### src/rtl/ter_pkg.sv
// ----------------------------------------------------------------------------
// ter_pkg
// Shared widths, register indexes and the setup bundle of the triangle
// edge rasterizer.
// ----------------------------------------------------------------------------
package ter_pkg;

   localparam int COORD_BITS   = 12;
   localparam int DIFF_BITS    = COORD_BITS + 1;
   localparam int PROD_BITS    = 2 * DIFF_BITS;
   localparam int EDGE_BITS    = 2 * COORD_BITS + 3;
   localparam int ARGB_BITS    = 32;
   localparam int CSR_IDX_BITS = 3;
   localparam int CSR_DATA_BITS = 32;
   localparam int SETTLE_BITS  = 2;

   localparam logic [SETTLE_BITS-1:0] SETTLE_CYCLES = 2'd3;

   localparam logic [ARGB_BITS-1:0] ALPHA_MASK   = 32'hFF00_0000;
   localparam logic [ARGB_BITS-1:0] RGB_DIM_MASK = 32'h00FC_FCFC;

   typedef enum logic [CSR_IDX_BITS-1:0] {
      CSR_VERTEX_A_X,
      CSR_VERTEX_A_Y,
      CSR_VERTEX_B_X,
      CSR_VERTEX_B_Y,
      CSR_VERTEX_C_X,
      CSR_VERTEX_C_Y,
      CSR_FILL_ARGB,
      CSR_DIM_ENABLE
   } ter_csr_type;

   typedef logic [EDGE_BITS-1:0] ter_edge_type;

   // Values derived from the configuration, handed to the scanner
   typedef struct packed {
      logic [COORD_BITS-1:0]  min_x;
      logic [COORD_BITS-1:0]  min_y;
      logic [COORD_BITS-1:0]  max_x;
      logic [COORD_BITS-1:0]  max_y;
      ter_edge_type [2:0]     step_x;
      ter_edge_type [2:0]     step_y;
      ter_edge_type [2:0]     corner;
      logic [ARGB_BITS-1:0]   argb;
      logic                   busy;
   } ter_setup_type;

endpackage

### src/rtl/triangle_edge_rasterizer_core.sv
// ----------------------------------------------------------------------------
// triangle_edge_rasterizer_core
// Edge-function triangle rasterizer: one bounding box position per word.
// ----------------------------------------------------------------------------
// A result word is registered in the cycle after its request word is taken.
// Throughput: one word per cycle while the request side is not stalled, set by the edge update loop.
// After each register write the request side stalls while the bounding box,
// the edge products and the corner edge values are formed.
// Reset is synchronous, active high; it clears the configuration and scan
// state and also starts that same settle stall.
module triangle_edge_rasterizer_core (
   input  logic                              clock,
   input  logic                              reset,
   input  logic                              req_valid,
   output logic                              req_stall,
   input  logic                              req_restart,
   output logic                              rsp_valid,
   input  logic                              rsp_stall,
   output logic [ter_pkg::COORD_BITS-1:0]    rsp_pixel_x,
   output logic [ter_pkg::COORD_BITS-1:0]    rsp_pixel_y,
   output logic                              rsp_inside_res,
   output logic [ter_pkg::ARGB_BITS-1:0]     rsp_pixel_argb,
   output logic                              rsp_last,
   input  logic                              csr_we,
   input  logic [ter_pkg::CSR_IDX_BITS-1:0]  csr_index,
   input  logic [ter_pkg::CSR_DATA_BITS-1:0] csr_wdata
);
   import ter_pkg::*;

   ter_setup_type setup;
   logic          take;

   // Stall while settling or while the result word is held
   assign req_stall = setup.busy || (rsp_valid && rsp_stall);
   assign take      = req_valid && !req_stall;

   ter_setup u_setup (
      .clock     (clock),
      .reset     (reset),
      .csr_we    (csr_we),
      .csr_index (csr_index),
      .csr_wdata (csr_wdata),
      .setup     (setup)
   );

   ter_scan u_scan (
      .clock          (clock),
      .reset          (reset),
      .setup          (setup),
      .take           (take),
      .restart        (req_restart),
      .rsp_stall      (rsp_stall),
      .rsp_valid      (rsp_valid),
      .rsp_pixel_x    (rsp_pixel_x),
      .rsp_pixel_y    (rsp_pixel_y),
      .rsp_inside_res (rsp_inside_res),
      .rsp_pixel_argb (rsp_pixel_argb),
      .rsp_last       (rsp_last)
   );

endmodule

### src/rtl/ter_setup.sv
// ----------------------------------------------------------------------------
// ter_setup
// Configuration registers, bounding box, edge increments and the edge
// values at the box corner, formed over a short pipeline after each write.
// ----------------------------------------------------------------------------
module ter_setup (
   input  logic                              clock,
   input  logic                              reset,
   input  logic                              csr_we,
   input  logic [ter_pkg::CSR_IDX_BITS-1:0]  csr_index,
   input  logic [ter_pkg::CSR_DATA_BITS-1:0] csr_wdata,
   output ter_pkg::ter_setup_type            setup
);
   import ter_pkg::*;

   logic [COORD_BITS-1:0] vx_ff [3];
   logic [COORD_BITS-1:0] vy_ff [3];
   logic [ARGB_BITS-1:0]  fill_ff;
   logic                  dim_ff;

   logic [COORD_BITS-1:0] min_x_ff, min_y_ff, max_x_ff, max_y_ff;
   logic [COORD_BITS-1:0] min_x_in, min_y_in, max_x_in, max_y_in;

   logic signed [PROD_BITS-1:0] prod_a_ff [3];
   logic signed [PROD_BITS-1:0] prod_b_ff [3];
   logic signed [PROD_BITS-1:0] prod_a_in [3];
   logic signed [PROD_BITS-1:0] prod_b_in [3];
   ter_edge_type                corner_ff [3];
   ter_edge_type                corner_in [3];

   logic [SETTLE_BITS-1:0] settle_ff, settle_in;

   logic [COORD_BITS-1:0] px [3];
   logic [COORD_BITS-1:0] py [3];
   logic [COORD_BITS-1:0] qx [3];
   logic [COORD_BITS-1:0] qy [3];
   logic signed [DIFF_BITS-1:0] dx_min [3];
   logic signed [DIFF_BITS-1:0] dy_edge [3];
   logic signed [DIFF_BITS-1:0] dx_edge [3];
   logic signed [DIFF_BITS-1:0] dy_min [3];
   logic signed [DIFF_BITS-1:0] step_x_d [3];

   // Take register writes
   always_ff @(posedge clock) begin
      if (reset) begin
         for (int i = 0; i < 3; i++) begin
            vx_ff[i] <= '0;
            vy_ff[i] <= '0;
         end
         fill_ff <= '0;
         dim_ff  <= 1'b0;
      end else if (csr_we) begin
         case (ter_csr_type'(csr_index))
            CSR_VERTEX_A_X: vx_ff[0] <= csr_wdata[COORD_BITS-1:0];
            CSR_VERTEX_A_Y: vy_ff[0] <= csr_wdata[COORD_BITS-1:0];
            CSR_VERTEX_B_X: vx_ff[1] <= csr_wdata[COORD_BITS-1:0];
            CSR_VERTEX_B_Y: vy_ff[1] <= csr_wdata[COORD_BITS-1:0];
            CSR_VERTEX_C_X: vx_ff[2] <= csr_wdata[COORD_BITS-1:0];
            CSR_VERTEX_C_Y: vy_ff[2] <= csr_wdata[COORD_BITS-1:0];
            CSR_FILL_ARGB:  fill_ff  <= csr_wdata[ARGB_BITS-1:0];
            CSR_DIM_ENABLE: dim_ff   <= csr_wdata[0];
            default: ;
         endcase
      end
   end

   // Edge endpoints: a->b, b->c, c->a
   always_comb begin
      px[0] = vx_ff[0]; py[0] = vy_ff[0]; qx[0] = vx_ff[1]; qy[0] = vy_ff[1];
      px[1] = vx_ff[1]; py[1] = vy_ff[1]; qx[1] = vx_ff[2]; qy[1] = vy_ff[2];
      px[2] = vx_ff[2]; py[2] = vy_ff[2]; qx[2] = vx_ff[0]; qy[2] = vy_ff[0];
   end

   // Bounding box
   always_comb begin
      min_x_in = (vx_ff[0] < vx_ff[1]) ? vx_ff[0] : vx_ff[1];
      min_x_in = (min_x_in < vx_ff[2]) ? min_x_in : vx_ff[2];
      min_y_in = (vy_ff[0] < vy_ff[1]) ? vy_ff[0] : vy_ff[1];
      min_y_in = (min_y_in < vy_ff[2]) ? min_y_in : vy_ff[2];
      max_x_in = (vx_ff[0] > vx_ff[1]) ? vx_ff[0] : vx_ff[1];
      max_x_in = (max_x_in > vx_ff[2]) ? max_x_in : vx_ff[2];
      max_y_in = (vy_ff[0] > vy_ff[1]) ? vy_ff[0] : vy_ff[1];
      max_y_in = (max_y_in > vy_ff[2]) ? max_y_in : vy_ff[2];
   end

   // Differences, products and corner edge values
   always_comb begin
      for (int k = 0; k < 3; k++) begin
         dx_min[k]   = $signed({1'b0, px[k]}) - $signed({1'b0, min_x_ff});
         dy_min[k]   = $signed({1'b0, py[k]}) - $signed({1'b0, min_y_ff});
         dy_edge[k]  = $signed({1'b0, qy[k]}) - $signed({1'b0, py[k]});
         dx_edge[k]  = $signed({1'b0, qx[k]}) - $signed({1'b0, px[k]});
         step_x_d[k] = $signed({1'b0, py[k]}) - $signed({1'b0, qy[k]});
         prod_a_in[k] = dx_min[k] * dy_edge[k];
         prod_b_in[k] = dx_edge[k] * dy_min[k];
         corner_in[k] = {{(EDGE_BITS-PROD_BITS){prod_a_ff[k][PROD_BITS-1]}}, prod_a_ff[k]}
                      - {{(EDGE_BITS-PROD_BITS){prod_b_ff[k][PROD_BITS-1]}}, prod_b_ff[k]};
      end
   end

   // Advance the derived pipeline every cycle
   always_ff @(posedge clock) begin
      min_x_ff <= min_x_in;
      min_y_ff <= min_y_in;
      max_x_ff <= max_x_in;
      max_y_ff <= max_y_in;
      for (int k = 0; k < 3; k++) begin
         prod_a_ff[k] <= prod_a_in[k];
         prod_b_ff[k] <= prod_b_in[k];
         corner_ff[k] <= corner_in[k];
      end
   end

   // Hold the scanner off until the pipeline has settled
   always_comb begin
      if (csr_we) begin
         settle_in = SETTLE_CYCLES;
      end else if (settle_ff != '0) begin
         settle_in = settle_ff - 1'b1;
      end else begin
         settle_in = settle_ff;
      end
   end

   always_ff @(posedge clock) begin
      if (reset) begin
         settle_ff <= SETTLE_CYCLES;
      end else begin
         settle_ff <= settle_in;
      end
   end

   // Bundle the results
   always_comb begin
      setup.min_x = min_x_ff;
      setup.min_y = min_y_ff;
      setup.max_x = max_x_ff;
      setup.max_y = max_y_ff;
      for (int k = 0; k < 3; k++) begin
         setup.step_x[k] = {{(EDGE_BITS-DIFF_BITS){step_x_d[k][DIFF_BITS-1]}}, step_x_d[k]};
         setup.step_y[k] = {{(EDGE_BITS-DIFF_BITS){dx_edge[k][DIFF_BITS-1]}}, dx_edge[k]};
         setup.corner[k] = corner_ff[k];
      end
      setup.argb = dim_ff ? ((fill_ff & ALPHA_MASK) | ((fill_ff & RGB_DIM_MASK) >> 2))
                          : fill_ff;
      setup.busy = csr_we || (settle_ff != '0);
   end

endmodule

### src/rtl/ter_scan.sv
// ----------------------------------------------------------------------------
// ter_scan
// Scan state over the bounding box with incremental edge values, inside
// test and the result word register.
// ----------------------------------------------------------------------------
module ter_scan (
   input  logic                           clock,
   input  logic                           reset,
   input  ter_pkg::ter_setup_type         setup,
   input  logic                           take,
   input  logic                           restart,
   input  logic                           rsp_stall,
   output logic                           rsp_valid,
   output logic [ter_pkg::COORD_BITS-1:0] rsp_pixel_x,
   output logic [ter_pkg::COORD_BITS-1:0] rsp_pixel_y,
   output logic                           rsp_inside_res,
   output logic [ter_pkg::ARGB_BITS-1:0]  rsp_pixel_argb,
   output logic                           rsp_last
);
   import ter_pkg::*;

   logic [COORD_BITS-1:0] x_ff, x_in, y_ff, y_in;
   ter_edge_type          now_ff [3];
   ter_edge_type          now_in [3];
   ter_edge_type          col_ff [3];
   ter_edge_type          col_in [3];
   logic                  active_ff, active_in;
   logic                  produce, is_last, nonneg, nonpos;

   logic                  valid_ff, valid_in;
   logic [COORD_BITS-1:0] px_ff, py_ff;
   logic                  inside_ff, last_ff;
   logic [ARGB_BITS-1:0]  argb_ff;

   // Step the scan position and edge values
   always_comb begin
      produce = take && (restart || active_ff);
      x_in = x_ff;
      y_in = y_ff;
      for (int k = 0; k < 3; k++) begin
         now_in[k] = now_ff[k];
         col_in[k] = col_ff[k];
      end
      if (restart) begin
         x_in = setup.min_x;
         y_in = setup.min_y;
         for (int k = 0; k < 3; k++) begin
            col_in[k] = setup.corner[k];
            now_in[k] = setup.corner[k];
         end
      end else if (y_ff < setup.max_y) begin
         y_in = y_ff + 1'b1;
         for (int k = 0; k < 3; k++) begin
            now_in[k] = now_ff[k] + setup.step_y[k];
         end
      end else begin
         y_in = setup.min_y;
         x_in = x_ff + 1'b1;
         for (int k = 0; k < 3; k++) begin
            col_in[k] = col_ff[k] + setup.step_x[k];
            now_in[k] = col_in[k];
         end
      end
      is_last = (x_in == setup.max_x) && (y_in == setup.max_y);
      active_in = produce ? !is_last : active_ff;
   end

   // Inside when no edge is negative, or no edge is positive
   always_comb begin
      nonneg = 1'b1;
      nonpos = 1'b1;
      for (int k = 0; k < 3; k++) begin
         if (now_in[k][EDGE_BITS-1]) begin
            nonneg = 1'b0;
         end else if (now_in[k] != '0) begin
            nonpos = 1'b0;
         end
      end
   end

   // Hold a word until the consumer takes it
   always_comb begin
      if (produce) begin
         valid_in = 1'b1;
      end else begin
         valid_in = valid_ff && rsp_stall;
      end
   end

   always_ff @(posedge clock) begin
      if (reset) begin
         x_ff      <= '0;
         y_ff      <= '0;
         active_ff <= 1'b0;
         valid_ff  <= 1'b0;
         for (int k = 0; k < 3; k++) begin
            now_ff[k] <= '0;
            col_ff[k] <= '0;
         end
      end else begin
         valid_ff  <= valid_in;
         active_ff <= active_in;
         if (produce) begin
            x_ff <= x_in;
            y_ff <= y_in;
            for (int k = 0; k < 3; k++) begin
               now_ff[k] <= now_in[k];
               col_ff[k] <= col_in[k];
            end
         end
      end
   end

   // Load the result word
   always_ff @(posedge clock) begin
      if (produce) begin
         px_ff     <= x_in;
         py_ff     <= y_in;
         inside_ff <= nonneg || nonpos;
         argb_ff   <= setup.argb;
         last_ff   <= is_last;
      end
   end

   assign rsp_valid      = valid_ff;
   assign rsp_pixel_x    = px_ff;
   assign rsp_pixel_y    = py_ff;
   assign rsp_inside_res = inside_ff;
   assign rsp_pixel_argb = argb_ff;
   assign rsp_last       = last_ff;

endmodule
### config.mk
export PLATFORM = sky130hd
export DESIGN_NAME = triangle_edge_rasterizer_core
export DESIGN_NICKNAME = d
export VERILOG_FILES = /design/src/rtl/ter_pkg.sv /design/src/rtl/triangle_edge_rasterizer_core.sv /design/src/rtl/ter_setup.sv /design/src/rtl/ter_scan.sv
export SDC_FILE = /design/constraint.sdc
export NUM_CORES = 2
export LEC_CHECK = 0
export ABC_CLOCK_PERIOD_IN_PS = 7700
export BUFFER_PORTS_ARGS = -buffer_cell sky130_fd_sc_hd__buf_2
export CAP_MARGIN = 20
export CORE_UTILIZATION = 45
export DETAILED_ROUTE_END_ITERATION = 10
export SYNTH_ARGS = -nofsm -noshare
export SYNTH_HDL_FRONTEND = slang
export SYNTH_HIERARCHICAL = 1
export SYNTH_SLANG_ARGS = --single-unit
### constraint.sdc
create_clock -name clock -period 7.7 [get_ports clock]
set_input_delay 0.385 -clock clock [delete_from_list [all_inputs] [get_ports clock]]
set_output_delay 0.385 -clock clock [all_outputs]
set_load 0.01 [all_outputs]
==> summary.txt <==
Outcome
  – Status: complete, but fails checks
  – Failing checks: negative setup slack

STA
  – Min setup slack post-route: -147 ps
  – Unrepaired setup endpoints after global routing: true
  – Final setup TNS: -340 ps
  – Slew HR: 26.6%
  – Least-Margin Pin Slew: around 1100 ps
  – Final count of negative-setup-slack endpoints: 4
  – Worst Clk Skew: ~54 ps
  – Final Hold Fails: 0
  – Final period util: 102%
  – Final hold slack: 110 ps
  – Fin. max-slew vios: 0
  – Top achievable clock speed: 127 MHz
  – Crit path time final: 7850 ps

Detailed routing
  – WL met3: 17.8 mm
  – Top Metal Used: met5
  – DR pass1 iterations: 7
  – Antenna viol nets, final: 0
  – Residual DRC: 0
  – Via/cell ratio: 5.45
  – Iter 0 DRT Violations: between 4000 and 5000
  – Routed wl met2: ~120 mm
  – DR vias: 66300
  – DRT Wirelength: about 260 mm
  – Metal-1 WL: 112 mm
  – Mean routed wirelength per cell: 21.4 µm

Critical path
  – CP peak stage delay: 570 ps
  – Crit Path Category: flip-flop to flip-flop
  – Critical path buffers and inverters: 6
  – Worst-path fanout max: 3
  – WP data required: about 8300 ps
  – CP max-delay cell: fa_1
  – Endpoint type of the worst setup path: flip-flop
  – Most used cell, CP: fa_1
  – WP data arrival: approximately 8500 ps
  – Crit path launch type: flip-flop
  – Family with the most delay on the worst path: adder cells

Clock tree
  – Reg clk slew, reported paths: 60 ps
  – CTS Sinks: 638
  – CTS tree: built
  – CTS Buffer Depth: 3
  – Root Driver: clkbuf_16
  – H-tree levels: 3
  – Clk_lat worst skew: 730 ps
  – Cts bufs inserted: 83

Die
  – Starting Density: approximately 45%
  – Die area: between 150000 and 200000 µm²
  – # IOs: about 100
  – Row count: 155
  – DIE WIDTH: 427 µm
  – Placeable core region: 179000 µm²
  – Chip Height: 427 µm

Logic synthesis
  – Async SR Flop Fraction: 0%
  – Yosys warning count: 6
  – FF+latch count, synth: approximately 640
  – Syn_area_per_cell: 9.02 µm²
  – Top_reg_cell synth: dfxtp_1
  – Seq/Total Area, Yosys: 19.3%
  – Largest family of logic cells by synthesized area: adder cells
  – Synth Cell Area: about 81000 µm²
  – XOR/XNOR Fraction of Synth Area: 6.35%
  – Syn Nets: 10900
  – Simple-Gate Fraction of Synth Area: 14.0%
  – Syn Inst Count: approximately 9000
  – Multiplexer share of the synthesized area: 1.16%
  – Post-Synth Adder-Cell Area: 38.0%
  – Post-synth cell types: 109
  – Number of synthesized flops with an enable pin: roughly 300
  – Synth Area in Compound Gates: 12.7%

Min path
  – Hold Crit Class: input port to flip-flop

Placed design
  – Port bufs: 100
  – Final GP Congestion: between 0.9 and 1
  – Post-DP HPWL: between 200 and 250 mm
  – Post-place setup slack: -436 ps

GRT
  – Total Routing Usage GR: roughly 29%
  – First-pass GRT wire length: a little under 400 mm
  – Global route overflow: 0
  – Initial antenna violation count: 16
  – Largest net degree at the start of global routing: between 100 and 150
  – Vias in the first global route: 67200

Cells and area
  – Share of cells above drive strength 1: 15.6%
  – Synthesis-to-finish area growth: 16.3%
  – NumNets Final: roughly 12000

Run
  – Max-cap violations: 0
==> cell type report <==
cell class / instances / area, µm²
clock buffers: 114 / 2430
well taps: 2355 / 2950
inverters: 1413 / 5320
fillers: 16500 / 84400
repair buffers: 948 / 7230
clock inverters: 40 / 430
flip-flops and latches: 638 / 15700
multi-input cells: 6642 / 60500
diodes: 15 / 37.5
==> cell families after synthesis <==
| logic type | count (synthesis) |
|---|---|
| and+or+nand+nor | 2527 |
| AOI/OAI and AO/OA | 1575 |
| xor gates and xnor gates | 586 |
| DFF | 638 |
| adders and majority gates | 1872 |
| buffers and inverters | 1740 |
| muxes | 82 |
==> metal layers <==
layer	global-route usage (%)	vias up
li1	-	30800
met1	38.8	32800
met2	45.2	2185
met3	4.60	485
met4	12.3	8
met5	0	-
==> tightest hold or removal path: stages <==
cell and delay [ps]:
buf_2 140, nand4_1 110, mux2i_1 70, nor2_1 70
==> cells in the final DEF, fill, tap and decap left out, drive strengths merged, types with 20 or more instances in the layout <==
cell type | synthesis | routed
inv | 1402 | 1414
fa | 1002 | 1002
nand2 | 931 | 931
buf | 137 | 914
ha | 870 | 870
nor2 | 798 | 798
a21oi | 494 | 494
xnor2 | 395 | 395
dfxtp | 346 | 346
o21ai | 316 | 316
edfxtp | 292 | 292
a21o | 195 | 195
xor2 | 191 | 191
and2 | 164 | 164
nand2b | 134 | 134
clkbuf | 190 | 114
nor2b | 106 | 106
nand3 | 100 | 100
nor3 | 94 | 94
o21a | 93 | 93
a211oi | 55 | 55
o211ai | 46 | 46
mux2 | 44 | 44
a31oi | 43 | 43
and3 | 41 | 41
nand4 | 41 | 41
o21bai | 41 | 41
or2 | 41 | 41
mux2i | 38 | 38
dlygate4sd3 | 0 | 34
o31ai | 30 | 30
a31o | 26 | 26
clkinv | 11 | 26
or3 | 25 | 25
o31a | 20 | 20
a21boi | 20 | 20
==> state kept, by name (all words and copies together), names as in the netlist <==
register and count:
u_scan/col_ff 81, u_scan/now_ff 81, u_setup/corner_ff 81, u_setup/prod_a_ff 78
u_setup/prod_b_ff 78, u_setup/vx_ff 36, u_setup/vy_ff 36, u_scan/rsp_pixel_argb 32
u_setup/fill_ff 32, u_scan/rsp_pixel_x 12, u_scan/rsp_pixel_y 12, u_scan/x_ff 12
u_scan/y_ff 12, u_setup/max_x_ff 12, u_setup/max_y_ff 12, u_setup/min_x_ff 12
u_setup/min_y_ff 12, u_setup/settle_ff 2, u_scan/active_ff 1, u_scan/rsp_inside_res 1
u_scan/rsp_last 1, u_scan/rsp_valid 1, u_setup/dim_ff 1
==> metrics by stage <==
step | cell area, µm² | cells | utilization [%]
6_report | 94600 | 12200 | 52.8
5_1_grt | 94600 | 12200 | 52.8
4_1_cts | 93100 | 12100 | 52.0
3_5_place_dp | 88900 | 11900 | 49.7
3_3_place_gp | 88900 | 11900 | 49.7
2_1_floorplan | 81400 | 9020 | -
==> worst paths after layout <==
| kind | slack [ps] | to | cells past startpoint | from |
|---|---|---|---|---|
| setup / recovery | -150 | u_setup/prod_b_ff[0][51] | 33 | u_setup/vx_ff[0][24] |
| hold / removal | 110 | u_setup/dim_ff | 4 | csr_index[2] |
| setup reg to reg | -150 | u_setup/prod_b_ff[0][51] | 33 | u_setup/vx_ff[0][24] |
| hold reg to reg | 430 | u_scan/rsp_pixel_argb[26] | 0 | u_setup/fill_ff[26] |
==> repair_timing <==
| item | in CTS | in global routing |
|---|---|---|
| setup buffers | 50 | 47 |
| hold buffers | 34 | 0 |
| gates resized for setup | 136 | 270 |
| hold endpoints to repair | 35 | 0 |
| pin swaps | 102 | 208 |
| endpoints found under the setup margin | 36 | 56 |
==> cell usage after synthesis, types with 13 or more instances <==
master	n	area, µm²
and4_1	14	123
a21oi_1	485	2430
fa_1	1002	20100
o31a_1	20	175
nor3_1	93	465
o21ai_0	298	1490
and3_1	40	250
or2_2	40	250
dfxtp_1	346	6930
o21ai_1	17	85.1
nor4_1	16	100
o21a_1	93	698
inv_1	1393	5230
o21bai_1	41	308
edfxtp_1	292	8770
nand2_1	931	3490
mux2i_1	38	380
nand2b_1	134	838
a221oi_1	13	114
buf_2	26	130
xnor2_1	394	3450
nand3_1	100	500
ha_1	870	10900
buf_1	16	60.1
a21boi_0	18	135
nand4_1	40	250
o31ai_1	27	203
and2_1	163	1020
xor2_1	188	1650
nor2_1	796	2990
mux2_4	19	285
a31o_2	25	219
a31oi_1	42	263
o211ai_1	45	338
or3_1	25	156
nor2b_1	106	663
mux2_2	25	282
buf_4	93	698
clkbuf_1	190	713
a211oi_1	54	405
a21o_1	195	1460
Power is left out: the tool's default activity adds up to more than one toggle a clock period on the data nets, which glitch-free logic cannot reach.
